File: src/eecs_pkg.sv
`timescale 1ns / 1ps
// ----------------------------------------------------------------------------
// Encoder edge counter and speed meter: shared package
// Action codes, constants and the control/status structs between the
// controller and the datapath.
// ----------------------------------------------------------------------------
package eecs_pkg;

  typedef enum logic [1:0] {
    ACT_CAPTURE = 2'd0,
    ACT_SET_POS = 2'd1,
    ACT_STOP    = 2'd2,
    ACT_NONE    = 2'd3
  } action_t;

  localparam int unsigned DIV_STEPS = 16;
  localparam int unsigned STEP_W    = $clog2(DIV_STEPS);

  localparam logic [15:0] PERIOD_LIMIT    = 16'h7FFF;
  localparam logic [15:0] NUMERATOR_RESET = 16'd32766;

  typedef struct packed {
    logic update;    // apply the accepted beat to the meter state
    logic div_load;  // start a division of the numerator by the period
    logic div_step;  // one restoring step
    logic out_load;  // capture the result into the output register
  } ctrl_t;

  typedef struct packed {
    logic div_last;  // the step taken this cycle is the final one
  } stat_t;

endpackage

File: src/eecs_if.sv
`timescale 1ns / 1ps
// ----------------------------------------------------------------------------
// Encoder meter channels
// Valid/ready channels for event beats and result beats.
// ----------------------------------------------------------------------------
interface eecs_event_if;
  logic        valid;
  logic        ready;
  logic [1:0]  action;
  logic [15:0] captured_period;
  logic        dir_pin;
  logic signed [15:0] new_position;

  modport source (output valid, action, captured_period, dir_pin, new_position,
                  input ready);
  modport sink   (input valid, action, captured_period, dir_pin, new_position,
                  output ready);
endinterface

interface eecs_result_if;
  logic        valid;
  logic        ready;
  logic signed [15:0] position;
  logic signed [15:0] signed_period;
  logic signed [16:0] speed;
  logic        is_stopped;

  modport source (output valid, position, signed_period, speed, is_stopped,
                  input ready);
  modport sink   (input valid, position, signed_period, speed, is_stopped,
                  output ready);
endinterface

File: src/eecs_ctrl.sv
`timescale 1ns / 1ps
// ----------------------------------------------------------------------------
// Encoder meter controller
// Sequences state update, division and result hand-off.
// ----------------------------------------------------------------------------
module eecs_ctrl (
  input  logic            clk,
  input  logic            rst,
  input  logic            in_valid,
  output logic            in_ready,
  output logic            out_valid,
  input  logic            out_ready,
  input  eecs_pkg::stat_t stat,
  output eecs_pkg::ctrl_t ctrl
);

  typedef enum logic [1:0] {
    S_IDLE,
    S_LOAD,
    S_DIV,
    S_HOLD
  } state_t;

  state_t state;
  logic   out_free;

  assign in_ready = (state == S_IDLE);
  assign out_free = !out_valid || out_ready;

  always_comb begin
    ctrl = '0;
    case (state)
      S_IDLE:  ctrl.update   = in_valid;
      S_LOAD:  ctrl.div_load = 1'b1;
      S_DIV:   ctrl.div_step = 1'b1;
      S_HOLD:  ctrl.out_load = out_free;
      default: ctrl = '0;
    endcase
  end

  always_ff @(posedge clk) begin
    if (rst) begin
      state     <= S_IDLE;
      out_valid <= 1'b0;
    end else begin
      if (out_valid && out_ready) out_valid <= 1'b0;
      case (state)
        S_IDLE: begin
          if (in_valid) state <= S_LOAD;
        end
        S_LOAD: state <= S_DIV;
        S_DIV: begin
          if (stat.div_last) state <= S_HOLD;
        end
        S_HOLD: begin
          if (out_free) begin
            out_valid <= 1'b1;
            state     <= S_IDLE;
          end
        end
        default: state <= S_IDLE;
      endcase
    end
  end

endmodule

File: src/eecs_dp.sv
`timescale 1ns / 1ps
// ----------------------------------------------------------------------------
// Encoder meter datapath
// Meter state, restoring radix-2 divider and the result register.
// ----------------------------------------------------------------------------
module eecs_dp (
  input  logic               clk,
  input  logic               rst,
  input  eecs_pkg::ctrl_t    ctrl,
  output eecs_pkg::stat_t    stat,
  input  logic               numerator_we,
  input  logic [15:0]        numerator_wdata,
  input  logic [1:0]         action,
  input  logic [15:0]        captured_period,
  input  logic               dir_pin,
  input  logic signed [15:0] new_position,
  output logic signed [15:0] position,
  output logic signed [15:0] signed_period,
  output logic signed [16:0] speed,
  output logic               is_stopped
);

  logic [15:0] numerator;
  logic [23:0] tick_count;
  logic [15:0] last_period;
  logic        last_direction;
  logic        meter_valid;
  logic        stopped_mark;

  logic [15:0] rem;
  logic [15:0] quo;
  logic [eecs_pkg::STEP_W-1:0] step_cnt;

  logic [16:0] shifted;
  logic [16:0] divisor;
  logic        fits;
  logic [16:0] diff;
  logic [15:0] q_final;
  logic        blanked;

  assign shifted = {rem, quo[15]};
  assign divisor = {1'b0, last_period};
  assign fits    = (shifted >= divisor);
  assign diff    = shifted - divisor;

  assign stat.div_last = ctrl.div_step
                      && (step_cnt == eecs_pkg::STEP_W'(eecs_pkg::DIV_STEPS - 1));

  // zero period saturates to the numerator
  assign q_final = (last_period == '0) ? numerator : quo;
  assign blanked = stopped_mark || (last_period > eecs_pkg::PERIOD_LIMIT);

  // meter state
  always_ff @(posedge clk) begin
    if (rst) begin
      numerator      <= eecs_pkg::NUMERATOR_RESET;
      tick_count     <= '0;
      last_period    <= '0;
      last_direction <= 1'b0;
      meter_valid    <= 1'b0;
      stopped_mark   <= 1'b0;
    end else begin
      if (numerator_we) numerator <= numerator_wdata;
      if (ctrl.update) begin
        case (eecs_pkg::action_t'(action))
          eecs_pkg::ACT_CAPTURE: begin
            last_direction <= dir_pin;
            if (meter_valid) begin
              stopped_mark <= 1'b0;
              last_period  <= captured_period;
              tick_count   <= dir_pin ? tick_count + 24'd1 : tick_count - 24'd1;
            end else begin
              meter_valid <= 1'b1;
            end
          end
          eecs_pkg::ACT_SET_POS: tick_count <= {{5{new_position[15]}}, new_position, 3'b000};
          eecs_pkg::ACT_STOP:    stopped_mark <= 1'b1;
          default: ;
        endcase
      end
    end
  end

  // divider and result register
  always_ff @(posedge clk) begin
    if (ctrl.div_load) begin
      rem      <= '0;
      quo      <= numerator;
      step_cnt <= '0;
    end else if (ctrl.div_step) begin
      rem      <= fits ? diff[15:0] : shifted[15:0];
      quo      <= {quo[14:0], fits};
      step_cnt <= step_cnt + 1'b1;
    end
    if (ctrl.out_load) begin
      position   <= tick_count[18:3];
      is_stopped <= stopped_mark;
      if (blanked) begin
        signed_period <= eecs_pkg::PERIOD_LIMIT;
        speed         <= '0;
      end else if (last_direction) begin
        signed_period <= last_period;
        speed         <= {1'b0, q_final};
      end else begin
        signed_period <= 16'd0 - last_period;
        speed         <= 17'd0 - {1'b0, q_final};
      end
    end
  end

endmodule

File: src/encoder_edge_counter_speed.sv
`timescale 1ns / 1ps
// ----------------------------------------------------------------------------
// Encoder edge counter and speed meter
// Tracks wheel position from capture edges, keeps the last period and
// reports position, signed period and speed (numerator / period).
// ----------------------------------------------------------------------------
//  channel            dir  handshake        content
//  events             in   valid/ready      action, period, direction, position
//  results            out  valid/ready      position, period, speed, stopped
//  speed_numerator    in   write enable     16-bit speed numerator
//
//  Sequence: accept/state update, divider load, 16 restoring divider
//    steps, result register load; the next event beat is accepted only
//    once the result register is loaded.
//  Reset: synchronous; numerator returns to 32766, all meter state clears.
//  Stalls: a held result does not block the next event beat; only the
//    load of the next result waits for the output register to drain.
// ----------------------------------------------------------------------------
module encoder_edge_counter_speed (
  input  logic        clk,
  input  logic        rst,
  eecs_event_if.sink  events,
  eecs_result_if.source results,
  input  logic        speed_numerator_we,
  input  logic [15:0] speed_numerator
);

  eecs_pkg::ctrl_t ctrl;
  eecs_pkg::stat_t stat;

  // sequencer: idle -> load -> divide -> hand-off
  eecs_ctrl u_ctrl (
    .clk       (clk),
    .rst       (rst),
    .in_valid  (events.valid),
    .in_ready  (events.ready),
    .out_valid (results.valid),
    .out_ready (results.ready),
    .stat      (stat),
    .ctrl      (ctrl)
  );

  // meter state, divider and output payload register
  eecs_dp u_dp (
    .clk             (clk),
    .rst             (rst),
    .ctrl            (ctrl),
    .stat            (stat),
    .numerator_we    (speed_numerator_we),
    .numerator_wdata (speed_numerator),
    .action          (events.action),
    .captured_period (events.captured_period),
    .dir_pin         (events.dir_pin),
    .new_position    (events.new_position),
    .position        (results.position),
    .signed_period   (results.signed_period),
    .speed           (results.speed),
    .is_stopped      (results.is_stopped)
  );

endmodule

File: src/flat_wrapper.sv
// flat-port wrapper written by rule: the top's interface ports become plain ports
module encoder_edge_counter_speed_flat 
  (clk, rst, speed_numerator_we, speed_numerator, events_valid, events_action, events_captured_period, events_dir_pin, events_new_position, events_ready, results_valid, results_position, results_signed_period, results_speed, results_is_stopped, results_ready);
  eecs_event_if events_i ();
  eecs_result_if results_i ();
  input  logic clk;
  input  logic rst;
  input  logic speed_numerator_we;
  input  logic [15:0] speed_numerator;
  input wire logic [$bits(events_i.valid)-1:0] events_valid;
  input wire logic [$bits(events_i.action)-1:0] events_action;
  input wire logic [$bits(events_i.captured_period)-1:0] events_captured_period;
  input wire logic [$bits(events_i.dir_pin)-1:0] events_dir_pin;
  input wire logic [$bits(events_i.new_position)-1:0] events_new_position;
  output wire logic [$bits(events_i.ready)-1:0] events_ready;
  output wire logic [$bits(results_i.valid)-1:0] results_valid;
  output wire logic [$bits(results_i.position)-1:0] results_position;
  output wire logic [$bits(results_i.signed_period)-1:0] results_signed_period;
  output wire logic [$bits(results_i.speed)-1:0] results_speed;
  output wire logic [$bits(results_i.is_stopped)-1:0] results_is_stopped;
  input wire logic [$bits(results_i.ready)-1:0] results_ready;
  assign events_i.valid = events_valid;
  assign events_i.action = events_action;
  assign events_i.captured_period = events_captured_period;
  assign events_i.dir_pin = events_dir_pin;
  assign events_i.new_position = events_new_position;
  assign events_ready = events_i.ready;
  assign results_valid = results_i.valid;
  assign results_position = results_i.position;
  assign results_signed_period = results_i.signed_period;
  assign results_speed = results_i.speed;
  assign results_is_stopped = results_i.is_stopped;
  assign results_i.ready = results_ready;
  encoder_edge_counter_speed u_core (.clk(clk), .rst(rst), .events(events_i), .results(results_i), .speed_numerator_we(speed_numerator_we), .speed_numerator(speed_numerator));
endmodule
File: config.mk
export PLATFORM = sky130hd
export DESIGN_NAME = encoder_edge_counter_speed_flat
export DESIGN_NICKNAME = d
export VERILOG_FILES = /design/src/eecs_pkg.sv /design/src/eecs_if.sv /design/src/eecs_ctrl.sv /design/src/eecs_dp.sv /design/src/encoder_edge_counter_speed.sv /design/src/flat_wrapper.sv
export SDC_FILE = /design/constraint.sdc
export NUM_CORES = 1
export LEC_CHECK = 0
export BUFFER_PORTS_ARGS = -buffer_cell sky130_fd_sc_hd__buf_2
export CAP_MARGIN = 0
export CELL_PAD_IN_SITES_DETAIL_PLACEMENT = 2
export CELL_PAD_IN_SITES_GLOBAL_PLACEMENT = 2
export CORE_ASPECT_RATIO = 1.25
export CORE_UTILIZATION = 39
export DETAILED_ROUTE_END_ITERATION = 7
export PLACE_DENSITY_LB_ADDON = 0.1
export SYNTH_ARGS = -nofsm -noshare
export SYNTH_HDL_FRONTEND = slang
export SYNTH_SLANG_ARGS = --single-unit
File: constraint.sdc
create_clock -name clk -period 10.15 [get_ports clk]
set_input_delay 2.03 -clock clk [delete_from_list [all_inputs] [get_ports clk]]
set_output_delay 2.03 -clock clk [all_outputs]
set_load 0.03 [all_outputs]
; ---- Yosys cells after proc, flatten, opt, wreduce, memory -nomap -nowiden
; Index checks and enable logic that the tools add are counted.
[op_classes]
add_sub_neg = 6
n_lt_le_gt_ge = 2
eq_ne = 10
n_mux = 22
reduce_logical = 17
[op_table]
columns = cell, count
row1 = $mux W16, 6
row2 = $mux W24, 2
row3 = $pmux W24 S2, 1
row4 = $add A24 B1 Y24 const B, 1
row5 = $sub A24 B1 Y24 const B, 1
row6 = $ge A17 B16 Y1, 1
row7 = $sub A1 B16 Y17 const A, 1
row8 = $gt A16 B15 Y1 const B, 1
row9 = $logic_not A16 Y1, 1
row10 = $sub A1 B16 Y16 const A, 1
row11 = $sub A16 B16 Y16, 1
row12 = $reduce_and A3 Y1, 4
row13 = $mux W1, 8
row14 = $pmux W2 S4, 1
row15 = $eq A2 B2 Y1 const B, 3
row16 = $mux W2, 3
row17 = $ne A2 B2 Y1 const B, 3
row18 = $reduce_bool A2 Y1, 3
row19 = $add A4 B1 Y4 const B, 1
row20 = $eq A2 B1 Y1 const B, 2
row21 = $eq A4 B4 Y1 const B, 1
row22 = $logic_not A2 Y1, 2
row23 = $logic_and A1 B1 Y1, 2
row24 = $logic_or A1 B1 Y1, 2
row25 = 5 further kinds, 5
[word_totals]
regBits = 148
inputBits = 56
out_inout_bits = 52
word_cells = 73

; ---- Longest topological paths before layout
; Gate-level depths: netlist of run 1.
[depth]
ltp_word = 5
ltp_mapped = 14
mapped_depth_nobuf = 11

; ---- Modules after synthesis
; Synthesis of run 1 repeated with hierarchy kept, for this count alone.
[hier_totals]
hier_cells = 909
area_unflattened_um2 = 8503.2
[by_module_without_submodules]
columns = module, instances, cells_each, area_each_um2
row1 = eecs_dp, 1, 886, 8280.4
row2 = eecs_ctrl, 1, 23, 222.7

; ---- Worst setup path after synthesis of run 1
; OpenSTA, ideal clock, no wires.
[synth_path]
kind = in2reg
from = in results_ready
to = reg u_core.u_dp.is_stopped, enable pin
setup_ps = 464
arrival_ps = 4328
t_required_ps = 9686
slack_ps = 5358
cell_stages = 2
n_path_buf = 0
path_cell_list = nor2b_1 -> nor2b_1
[synth_lines]
columns = element, line
row1 = "start, declared", flat_wrapper.sv:21  ; input wire logic [$bits(results_i.ready)-1:0] results_ready;
row2 = "end signal, assigned", eecs_dp.sv:97  ; is_stopped <= stopped_mark;
row3 = "end, declared", eecs_dp.sv:20  ; output logic is_stopped

; ---- Worst setup path after layout of run 1
[layout_path]
from = in events_dir_pin
to = reg u_core.u_dp.tick_count[17]
[layout_via]
elab_chain_cells = 3
[layout_rtl]
columns = element, line
row1 = "start, declared", flat_wrapper.sv:13  ; input wire logic [$bits(events_i.dir_pin)-1:0] events_dir_pin;
row2 = $mux W24, eecs_dp.sv:71  ; tick_count <= dir_pin ? tick_count + 24'd1 : tick_count - 24'd1;
row3 = $mux W24, eecs_dp.sv:68  ; if (meter_valid) begin
row4 = $pmux W24 S2, eecs_dp.sv:65  ; case (eecs_pkg::action_t'(action))
row5 = "end signal, assigned", eecs_dp.sv:71
row6 = "end signal, assigned", eecs_dp.sv:76  ; eecs_pkg::ACT_SET_POS: tick_count <= {{5{new_position[15]}}, new_position, 3'b000};
row7 = "end, declared", eecs_dp.sv:24  ; logic [23:0] tick_count;
; No other way between the ends. The select of a mux whose other input is x is not followed.
; A chain may end at the register's enable or synchronous reset.

==> results of run 1 <==
-- layer usage --
metal  share of wire (%)  wire length, um
met1                  41            10500
met2                  55            14100
met3                 3.2              830
met4                 1.2              301
met5                   0                0
-- state kept, by name, indices dropped and copies added (netlist names), 2 cells and up --
name and count:
u_core.u_dp.rem 16, u_core.u_dp.quo 16, u_core.u_dp.tick_count 19, u_core.u_dp.speed 17, u_core.u_dp.numerator 16, u_core.u_dp.signed_period 16, u_core.u_dp.step_cnt 4, u_core.u_dp.last_period 16
u_core.u_dp.position 16, u_core.u_ctrl.state 2
-- area by class of cell --
type	count	area share, %
sequential	143	37.1
clock inverter	9	1.26
multi-input combinational	641	45.1
clock buffer	23	5.37
timing repair buffer	116	6.34
tap	270	3.55
antenna	1	0.0263
inverter	32	1.26
-- per-stage QoR --
step | hold slack, ns | cells | utilization [%] | power, W
after CTS | 0.468 | 1234 | 47.0 | 0.00269
after global placement | 0.461 | 1202 | 43.8 | 0.00192
after floorplan | 0.429 | 859 | - | 0.00169
after global routing | 0.490 | 1235 | 47.0 | 0.00282
final | 0.465 | 1235 | 47.0 | 0.00266
after detailed placement | 0.451 | 1202 | 43.8 | 0.00199
-- worst min-delay path by stage --
stage / from / cells past startpoint / end
global placement: u_core.u_dp.tick_count[2]$_SDFFE_PP0P_ / 2 / u_core.u_dp.tick_count[2]$_SDFFE_PP0P_
global route: u_core.u_dp.tick_count[2]$_SDFFE_PP0P_ / 2 / u_core.u_dp.tick_count[2]$_SDFFE_PP0P_
floorplan: u_core.u_dp.tick_count[4]$_SDFFE_PP0P_ / 0 / u_core.u_dp.position[1]$_DFFE_PP_
detailed placement: u_core.u_dp.tick_count[14]$_SDFFE_PP0P_ / 0 / u_core.u_dp.position[11]$_DFFE_PP_
finish: u_core.u_dp.tick_count[2]$_SDFFE_PP0P_ / 2 / u_core.u_dp.tick_count[2]$_SDFFE_PP0P_
CTS: u_core.u_dp.tick_count[14]$_SDFFE_PP0P_ / 0 / u_core.u_dp.position[11]$_DFFE_PP_
-- layout by cell type, fill, tap and decap left out, types with 26 or more instances in the layout --
master	n
inv_1	32
dfxtp_1	77
edfxtp_1	66
nor2_1	93
a21oi_1	59
o21ai_0	26
nand2_1	94
ha_1	40
buf_2	107
mux2i_1	30
-- logic make-up after synthesis --
kind of cell,after synthesis
fa+ha+maj,42
flops,143
xor+xnor,50
buf+inv,75
compound gates,194
simple gates,308
mux,47
-- where the power goes --
| group | total, W | switching [W] | internal [W] |
|---|---|---|---|
| clock network | 0.000670 | 0.000260 | 0.000409 |
| registers | 0.000860 | 0.0000904 | 0.000770 |
| logic | 0.00113 | 0.000707 | 0.000425 |
| total | 0.00266 | 0.00106 | 0.00160 |
-- worst max-delay path: stages --
cell       delay (ns)
buf_2            0.14
inv_1            0.51
ha_1             0.36
a211oi_1         0.29
nor2_1           0.14
o41ai_1          0.65
a41oi_1          0.38
a221oi_1         0.48
xor2_1           0.12
a2111oi_0        0.45
==> out/results.ini, run 1 <==
[route]
route.detailed.drc = 0
routed_wl_um = 25700
ant_nets = 0
viasPerCell = 5.68
vias = 7013
drt_iter0_markers = 259
firstDrtPassIters = 4
wire_per_inst_um = 20.8

[global_routing]
gr-usage-met1_pct = 27.9
grt_max_degree = 60
first_global_vias = 7667
grt_overflow_total = 0
use_met3_pct = 3.28
grt_pass1_wl_um = 40900
busiest_layer = met2
track_usage_pct = 25.1
grtUsageMet2_pct = 47.9
antenna_found_initial = 1

[floorplanning]
design.die.area_sq_um = 21400
core_area_sq_um = 20200
std_cell_rows = 58
die_h_um = 163
io_pins = 108
dieWidth_um = 131
initial_core_util_pct = 40.0

[logic_synthesis]
yosysUniqueCellTypes = 63
yosys.area.top_type_share_pct = 24.5
ys_ff_latch = 143
synth_area_per_cell_sq_um = 9.43
synthMuxAreaShare_pct = 6.07
ys.flop_type = dfxtp_1
synth_seq_area_share_pct = 43.5
synth-async-reset-ratio_pct = 0
synth_area_leaders = edfxtp_1, dfxtp_1, ha_1
yosys_warnings = 0
yosys-top-cells-count = nand2_1, nor2_1, dfxtp_1
synthSimpleGateAreaFrac_pct = 18.5
synth_enable_flop_cells = 66
synth-compound-area-share_pct = 16.2
synth-xor-area-share_pct = 5.41
syn_nets = 957
synthAdderAreaFrac_pct = 6.67
synth_most_common_cell = nand2_1
synth_top_area_cell = edfxtp_1
synth_top_family_by_area = simple AND/OR/NAND/NOR gates
synth_cells = 859
synthesis.area_sq_um = 8100

[timing]
final-setup-viol-count = 0
fmax_ghz = 0.190
slew_viol_final = 0
skew_ns = 0.0160
worst_slew_pin_slew_ns = 1.28
slew_headroom_pct = 14.6
fin_setup_tns_ns = 0
finalCritPeriodShare_pct = 51.8
fin_ws_ns = 4.89
hold_violations = 0
rsz0062_at_grt = false
fin_crit_ns = 5.26

[cells_and_area]
nFillCells = 2200
area_growth_pct = 17.4
nets = 1049
multi_input_comb_area_sq_um = 4290
final-seq-area_sq_um = 3520
layout-drive-gt1-share_pct = 17.9
stdcell_area_sq_um = 9510

[place]
dpl_cell_area_sq_um = 8880
gp_congestion = 0.784
place_hpwl_um = 18400
port_buffers = 107
post-place-ws_ns = 4.48

[setup_path]
path_max_fanout = 17
critPathLaunch = events_dir_pin
worstSetupEndpointType = flip-flop
cp-start-kind = input pin
reg2regPathDepth = 11
rr_endpoint = u_core.u_dp.speed[14]$_SDFFCE_PP0P_
r2r_slack_ns = 5.92
crit_type = input pin to flip-flop
reg2reg_from = u_core.u_dp.last_period[1]$_SDFFE_PP0P_
worstPathArrival_ns = 5.55
cp.required_ns = 10.44
cp-endpoint = u_core.u_dp.tick_count[17]$_SDFFE_PP0P_

[power]
power.density_nw_per_um2 = 280
leakage_nw = 3.69
max-vdd-ir-drop_mv = 0.141

[clocking]
htreeDepth = 4
postCtsSetupBuffers = 0
path_clk_slew_ns = 0.07
cts.sinks = 143
numCtsBuffers = 17
clk_path_buf_depth = 2
clock_latency_ns = 0.43
cts_hold_buffers = 0
cts.repair.resized = 0
clockRootBuffer = clkbuf_16
cts_tree = yes

[job]
maxCapViolations = 0

[status]
status = finished, final reports clean

[worst_hold_path]
hold_class = flip-flop to flip-flop

Note: power is estimated with default switching activity, not from simulation.
==> inputs of run 2 (changes only) <==
--- a/config.mk
+++ b/config.mk
@@ -5,12 +5,13 @@
 export SDC_FILE = /design/constraint.sdc
 export NUM_CORES = 1
 export LEC_CHECK = 0
+export ABC_AREA = 1
 export BUFFER_PORTS_ARGS = -buffer_cell sky130_fd_sc_hd__buf_2
 export CAP_MARGIN = 0
 export CELL_PAD_IN_SITES_DETAIL_PLACEMENT = 2
 export CELL_PAD_IN_SITES_GLOBAL_PLACEMENT = 2
 export CORE_ASPECT_RATIO = 1.25
-export CORE_UTILIZATION = 39
+export CORE_UTILIZATION = 34
 export DETAILED_ROUTE_END_ITERATION = 7
 export PLACE_DENSITY_LB_ADDON = 0.1
 export SYNTH_ARGS = -nofsm -noshare
==> constraint.sdc (replaced) <==
create_clock -name clk -period 5 [get_ports clk]
set_input_delay 1 -clock clk [delete_from_list [all_inputs] [get_ports clk]]
set_output_delay 1 -clock clk [all_outputs]
set_load 0.03 [all_outputs]
==> run 2 against run 1 <==
Synthesized area is 0.88% higher. Wire length grew 7.0%. Combinational power grew 120%. Sequential share of layout area down 0.30 points. Final cell count rose by 18%. Power rose by 110%. Critical endpoint is now u_core.u_dp.tick_count[18]$_SDFFE_PP0P_. Largest power group unchanged.
==> out/results.ini, run 2 <==
[status]
status = finished, final reports clean  ; unchanged

[logic_synthesis]
synth_area_per_cell_sq_um = 7.76  ; was 9.43 sq um
yosys.area.top_type_share_pct = 24.3  ; was 24.5%
synth_area_leaders = edfxtp_1, dfxtp_1, nand2_1  ; was edfxtp_1, dfxtp_1, ha_1
yosys_warnings = 0  ; unchanged
synth_most_common_cell = nand2_1  ; unchanged
synth_top_area_cell = edfxtp_1  ; unchanged
ys.flop_type = dfxtp_1  ; unchanged
synth_cells = 1053  ; was 859
yosys-top-cells-count = nand2_1, a21oi_1, inv_1  ; was nand2_1, nor2_1, dfxtp_1
synth-async-reset-ratio_pct = 0  ; unchanged
synth_seq_area_share_pct = 43.1  ; was 43.5%
synthesis.area_sq_um = 8170  ; was 8100 sq um
synth_enable_flop_cells = 66  ; unchanged
syn_nets = 1151  ; was 957
ys_ff_latch = 143  ; unchanged
yosysUniqueCellTypes = 44  ; was 63

[cells_and_area]
multi_input_comb_area_sq_um = 4100  ; was 4290 sq um
nFillCells = 2767  ; was 2200
diodes = 0  ; was 1
final_cell_mix = nand2_1, a21oi_1, buf_2  ; was buf_2, nand2_1, nor2_1
layout-drive-gt1-share_pct = 15.0  ; was 17.9%
final-seq-area_sq_um = 3520  ; unchanged
area_growth_pct = 17.3  ; was 17.4%
largest_register = u_core.u_dp.tick_count  ; unchanged
reg.largest.list = u_core.u_dp.tick_count x19, u_core.u_dp.speed x17  ; unchanged
nets = 1249  ; was 1049
final_common_cell = nand2_1  ; was buf_2
largest_reg_flops = 19  ; unchanged

[route]
firstDrtPassIters = 5  ; was 4
ant_nets = 0  ; unchanged
viasPerCell = 5.30  ; was 5.68
routed_wl_um = 27500  ; was 25700 um
wire_per_inst_um = 18.9  ; was 20.8 um
route.detailed.drc = 0  ; unchanged
vias = 7712  ; was 7013
drt_iter0_markers = 245  ; was 259

[power]
power.total_w = 0.00551  ; was 0.00266 W
max-vdd-ir-drop_mv = 0.246  ; was 0.141 mV
p_int_w = 0.00313  ; was 0.00160 W
power.density_nw_per_um2 = 575  ; was 280 nW/um^2
p_comb_share_pct = 45.4  ; was 42.5%
clkPwrFrac_pct = 24.0  ; was 25.2%
seqPwrFrac_pct = 30.6  ; was 32.3%
switching_share_pct = 43.3  ; was 39.7%
power.switching_w = 0.00239  ; was 0.00106 W
leakage_nw = 4.40  ; was 3.69 nW

[clocking]
cts_tree = yes  ; unchanged
clock_latency_ns = 0.44  ; was 0.43 ns
postCtsSetupBuffers = 0  ; unchanged
cts.repair.resized = 0  ; unchanged
clk_path_buf_depth = 2  ; unchanged
path_clk_slew_ns = 0.06  ; was 0.07 ns
clockRootBuffer = clkbuf_16  ; unchanged
cts_hold_buffers = 0  ; unchanged
numCtsBuffers = 17  ; unchanged
htreeDepth = 4  ; unchanged
cts.sinks = 143  ; unchanged

[setup_path]
crit_chain = buf_2 > inv_1 > ha_1 > a21oi_1 > nand2_1 > a21boi_0 > o21ai_0 > nand3b_1 > nand2_1 > nand2_1 > nand3_1 > a21oi_1  ; was buf_2 > inv_1 > ha_1 > a211oi_1 > nor2_1 > o41ai_1 > a41oi_1 > a221oi_1 > xor2_1 > a2111oi_0
slowest_delay_ns = 0.55  ; was 0.65 ns
path_max_fanout = 18  ; was 17
worstPathArrival_ns = 3.60  ; was 5.55 ns
crit_type = input pin to flip-flop  ; unchanged
slowest_stage = inv_1  ; was o41ai_1
cp.required_ns = 5.37  ; was 10.44 ns
timing.critical_path.mode_cell = nand2_1
cp-start-kind = input pin  ; unchanged
worstSetupEndpointType = flip-flop  ; unchanged

[global_routing]
first_global_vias = 8315  ; was 7667
track_usage_pct = 23.4  ; was 25.1%
grt_max_degree = 35  ; was 60
grt_pass1_wl_um = 44600  ; was 40900 um
grt_overflow_total = 0  ; unchanged
antenna_found_initial = 0  ; was 1

[place]
place_hpwl_um = 20600  ; was 18400 um
gp_congestion = 0.846  ; was 0.784
post-place-ws_ns = 1.32  ; was 4.48 ns
port_buffers = 107  ; unchanged

[floorplanning]
design.die.area_sq_um = 24700  ; was 21400 sq um
die_h_um = 175  ; was 163 um
core_area_sq_um = 23600  ; was 20200 sq um
io_pins = 108  ; unchanged
dieWidth_um = 141  ; was 131 um
std_cell_rows = 63  ; was 58
initial_core_util_pct = 34.6  ; was 40.0%

[timing]
fmax_ghz = 0.310
worst_slew_pin_slew_ns = 0.988  ; was 1.28 ns
fin_setup_tns_ns = 0  ; unchanged
rsz0062_at_grt = false  ; unchanged
slew_viol_final = 0  ; unchanged
slew_headroom_pct = 34.1  ; was 14.6%
fin_ws_ns = 1.77  ; was 4.89 ns
fin_crit_ns = 3.23
finalCritPeriodShare_pct = 64.6
skew_ns = 0.00867  ; was 0.0160 ns
final-setup-viol-count = 0  ; unchanged
hold_violations = 0  ; unchanged

[job]
maxCapViolations = 0  ; unchanged

[worst_hold_path]
hold_class = flip-flop to flip-flop  ; unchanged

-- run 2: final timing paths --
kind              cells after the start                                      end  slack (ns)                                     from
setup / recovery                     12  u_core.u_dp.tick_count[18]$_SDFFE_PP0P_        1.77                           events_dir_pin
hold / removal                        2    u_core.u_dp.numerator[8]$_SDFFE_PP1P_        0.48    u_core.u_dp.numerator[8]$_SDFFE_PP1P_
hold reg to reg                       2    u_core.u_dp.numerator[8]$_SDFFE_PP1P_        0.48    u_core.u_dp.numerator[8]$_SDFFE_PP1P_
setup reg to reg                     14      u_core.u_dp.speed[10]$_SDFFCE_PP0P_        1.95  u_core.u_dp.last_period[1]$_SDFFE_PP0P_
-- run 2: metal layers --
layer  share of wire, %  routed length (um)  GRT usage, %  up-vias
met1                 46               12700          29.4     3802
met3                2.2                 607          3.35       28
met2                 50               13700          41.0      112
met5                  0                   0             0        -
met4                2.0                 538          7.70        0
li1                   -                   -             -     3770
-- run 2: cells by family after synthesis --
kind of cell	Yosys count	synth area share, %
simple gates	457	25.1
compound gates	248	16.0
buf+inv	142	6.81
fa+ha+maj	42	6.62
flops	143	43.1
xor+xnor	18	1.93
mux	3	0.413
-- run 2: through the flow --
stage	utilization (%)	cells	instance area (sq um)	hold slack, ns
CTS	40.5	1456	9590	0.477
detailed placement	38.0	1424	8980	0.445
finish	40.5	1456	9590	0.480
global route	40.5	1456	9590	0.492
floorplan	-	1053	8170	0.429
global placement	38.0	1424	8980	0.445
-- run 2: layout make-up --
type	count	area share, %
clock buffers	18	4.70
flip-flops and latches	143	36.8
repair buffers	115	6.21
multi-input cells	768	42.8
well taps	292	3.81
inverters	106	4.15
clock inverters	14	1.58
-- run 2: critical path: cells and delay by family --
kind / cells / cell delay, ns
compound gates: 4 / 1.00
buf+inv: 2 / 0.68
simple gates: 5 / 0.50
fa+ha+maj: 1 / 0.41
-- run 2: power by group through the flow --
stage | Clock, W | Sequential, W | Combinational, W
after floorplan | 0 | 0.00175 | 0.00175
after global placement | 0 | 0.00170 | 0.00244
after detailed placement | 0 | 0.00171 | 0.00253
after CTS | 0.00135 | 0.00169 | 0.00255
after global routing | 0.00140 | 0.00171 | 0.00285
final | 0.00132 | 0.00169 | 0.00251
==> inputs of run 3 (changes only) <==
==> constraint.sdc (replaced) <==
create_clock -name clk -period 3.3 [get_ports clk]
set_input_delay 0.66 -clock clk [delete_from_list [all_inputs] [get_ports clk]]
set_output_delay 0.66 -clock clk [all_outputs]
set_load 0.03 [all_outputs]
==> run 3 against run 2 <==
Critical path depth rose by 4. Register-to-register slack worse by 1.6 ns. Core utilization is 0.52 points higher. Largest power group unchanged. Critical path type is now flip-flop to flip-flop. Global-route usage grew 0.59 points. Sequential share of layout area decreased by 0.46 points. Highest routed layer unchanged. Clock power up 53%.
==> out/results.ini, run 3 (same netlist as run 2, synthesis figures left out) <==
[place]
dp_cells = 1436  ; was 1424
post-place-ws_ns = 0.319  ; was 1.32 ns
place_hpwl_um = 21300  ; was 20600 um
port_buffers = 107  ; unchanged
gp_congestion = 0.813  ; was 0.846

[status]
status = finished, final reports clean  ; unchanged

[floorplanning]
design.die.area_sq_um = 24700  ; unchanged
std_cell_rows = 63  ; unchanged
io_pins = 108  ; unchanged
dieWidth_um = 141  ; unchanged
core_area_sq_um = 23600  ; unchanged
initial_core_util_pct = 34.6  ; unchanged
die_h_um = 175  ; unchanged

[setup_path]
worstSetupEndpointType = flip-flop  ; unchanged
path_max_fanout = 17  ; was 18
slowest_stage = dfxtp_1  ; was inv_1
worstPathArrival_ns = 3.11  ; was 3.60 ns
cp.required_ns = 3.48  ; was 5.37 ns
crit_type = flip-flop to flip-flop  ; was input pin to flip-flop
cp-start-kind = flip-flop  ; was input pin
timing.critical_path.mode_cell = nand2_1  ; unchanged
slowest_delay_ns = 0.33  ; was 0.55 ns
crit_chain = inv_1 > ha_1 > nand2_2 > nor2_8 > nand2_4 > nand2_2 > nand2_1 > inv_1 > ha_1 > nand3_1 > nor2_1 > nand2_1 > o21ai_2 > nand3_1 > nand2_1 > nor2_1  ; was buf_2 > inv_1 > ha_1 > a21oi_1 > nand2_1 > a21boi_0 > o21ai_0 > nand3b_1 > nand2_1 > nand2_1 > nand3_1 > a21oi_1

[clocking]
cts.sinks = 143  ; unchanged
htreeDepth = 4  ; unchanged
cts.repair.resized = 0  ; unchanged
clockRootBuffer = clkbuf_16  ; unchanged
cts_hold_buffers = 0  ; unchanged
postCtsSetupBuffers = 0  ; unchanged
cts_tree = yes  ; unchanged
numCtsBuffers = 17  ; unchanged
clk_path_buf_depth = 2  ; unchanged
path_clk_slew_ns = 0.07  ; was 0.06 ns
clock_latency_ns = 0.43  ; was 0.44 ns

[timing]
final-setup-viol-count = 0  ; unchanged
fin_crit_ns = 2.93
skew_ns = 0.00872  ; was 0.00867 ns
finalCritPeriodShare_pct = 88.9
slew_viol_final = 0  ; unchanged
worst_slew_pin_slew_ns = 0.981  ; was 0.988 ns
fin_setup_tns_ns = 0  ; unchanged
slew_headroom_pct = 34.6  ; was 34.1%
rsz0062_at_grt = false  ; unchanged
fin_ws_ns = 0.367  ; was 1.77 ns
hold_violations = 0  ; unchanged
fmax_ghz = 0.341

[route]
firstDrtPassIters = 4  ; was 5
ant_nets = 0  ; unchanged
wire_per_inst_um = 19.2  ; was 18.9 um
route.detailed.drc = 0  ; unchanged
viasPerCell = 5.29  ; was 5.30
vias = 7775  ; was 7712
routed_wl_um = 28200  ; was 27500 um
drt_iter0_markers = 240  ; was 245

[power]
p_int_w = 0.00485  ; was 0.00313 W
p_comb_share_pct = 46.6  ; was 45.4%
max-vdd-ir-drop_mv = 0.377  ; was 0.246 mV
power.total_w = 0.00855  ; was 0.00551 W
clkPwrFrac_pct = 23.7  ; was 24.0%
power.switching_w = 0.00369  ; was 0.00239 W
switching_share_pct = 43.2  ; was 43.3%
leakage_nw = 4.48  ; was 4.40 nW
seqPwrFrac_pct = 29.7  ; was 30.6%
power.density_nw_per_um2 = 881  ; was 575 nW/um^2

[global_routing]
antenna_found_initial = 1  ; was 0
first_global_vias = 8423  ; was 8315
grt_overflow_total = 0  ; unchanged
grt_pass1_wl_um = 45600  ; was 44600 um
grt_max_degree = 43  ; was 35
track_usage_pct = 24.0  ; was 23.4%

[cells_and_area]
layout-drive-gt1-share_pct = 16.2  ; was 15.0%
largest_register = u_core.u_dp.tick_count  ; unchanged
reg.largest.list = u_core.u_dp.tick_count x19, u_core.u_dp.speed x17  ; unchanged
post-route-util_pct = 41.1  ; was 40.5%
nets = 1261  ; was 1249
final_common_cell = nand2_1  ; unchanged
area_growth_pct = 18.8  ; was 17.3%
final_cell_mix = nand2_1, a21oi_1, buf_2  ; unchanged
largest_reg_flops = 19  ; unchanged
fin_cells = 1469  ; was 1456

[worst_hold_path]
hold_class = input pin to flip-flop  ; was flip-flop to flip-flop

[job]
maxCapViolations = 0  ; unchanged

## run 3: changes by cell type in the layout (fill, tap and decap cells not counted), sizes merged
cell | previous run | this run
clkbuf | 18 | 19
inv | 112 | 108
clkinv | 5 | 8
buf | 115 | 127
diode | 0 | 1
## run 3: stage by stage
step | area [sq um] | hold slack [ns]
2_1_floorplan | 8170 | 0.429
3_3_place_gp | 9090 | 0.444
3_5_place_dp | 9090 | 0.457
4_1_cts | 9700 | 0.429
5_1_grt | 9710 | 0.441
6_report | 9710 | 0.448
## run 3: critical path: cells and delay by family (launching register included)
kind                     cells  cell delay (ns)
AO/OA/AOI/OAI                1             0.26
adder cells (fa/ha/maj)      2             0.39
AND/OR/NAND/NOR             11             1.45
buffers and inverters        2             0.24
flip-flops                   1             0.33
## run 3: path summary, 6_finish.rpt
| check | startpoint | end | slack [ns] | depth (start not counted) |
|---|---|---|---|---|
| max reg2reg | u_core.u_dp.last_period[1]$_SDFFE_PP0P_ | u_core.u_dp.speed[10]$_SDFFCE_PP0P_ | 0.37 | 16 |
| max | u_core.u_dp.last_period[1]$_SDFFE_PP0P_ | u_core.u_dp.speed[10]$_SDFFCE_PP0P_ | 0.37 | 16 |
| min | speed_numerator[11] | u_core.u_dp.numerator[11]$_SDFFE_PP1P_ | 0.45 | 3 |
| min reg2reg | u_core.u_dp.meter_valid$_SDFFE_PP0P_ | u_core.u_dp.meter_valid$_SDFFE_PP0P_ | 0.47 | 2 |
## run 3: metal layers
metal	GRT usage [%]	vias up	share of wire (%)
met3	3.44	34	3.4
li1	-	3800	-
met5	0	-	0
met4	7.52	0	2.0
met1	29.4	3790	44
met2	43.1	151	51
## run 3: power groups by stage
stage / sequential (W) / combinational [W] / clock (W)
2_1_floorplan: 0.00265 / 0.00266 / 0
6_report: 0.00254 / 0.00399 / 0.00202
3_5_place_dp: 0.00258 / 0.00399 / 0
3_3_place_gp: 0.00257 / 0.00384 / 0
4_1_cts: 0.00255 / 0.00404 / 0.00207
5_1_grt: 0.00258 / 0.00452 / 0.00214
## run 3: area by class of cell
| class | count | area [sq um] |
|---|---|---|
| clock buffers | 19 | 464 |
| well taps | 292 | 365 |
| diodes | 1 | 2.50 |
| multi-input cells | 768 | 4110 |
| repair buffers | 127 | 698 |
| inverters | 106 | 398 |
| fillers | 2734 | 13900 |
| flip-flops and latches | 143 | 3520 |
| clock inverters | 13 | 150 |
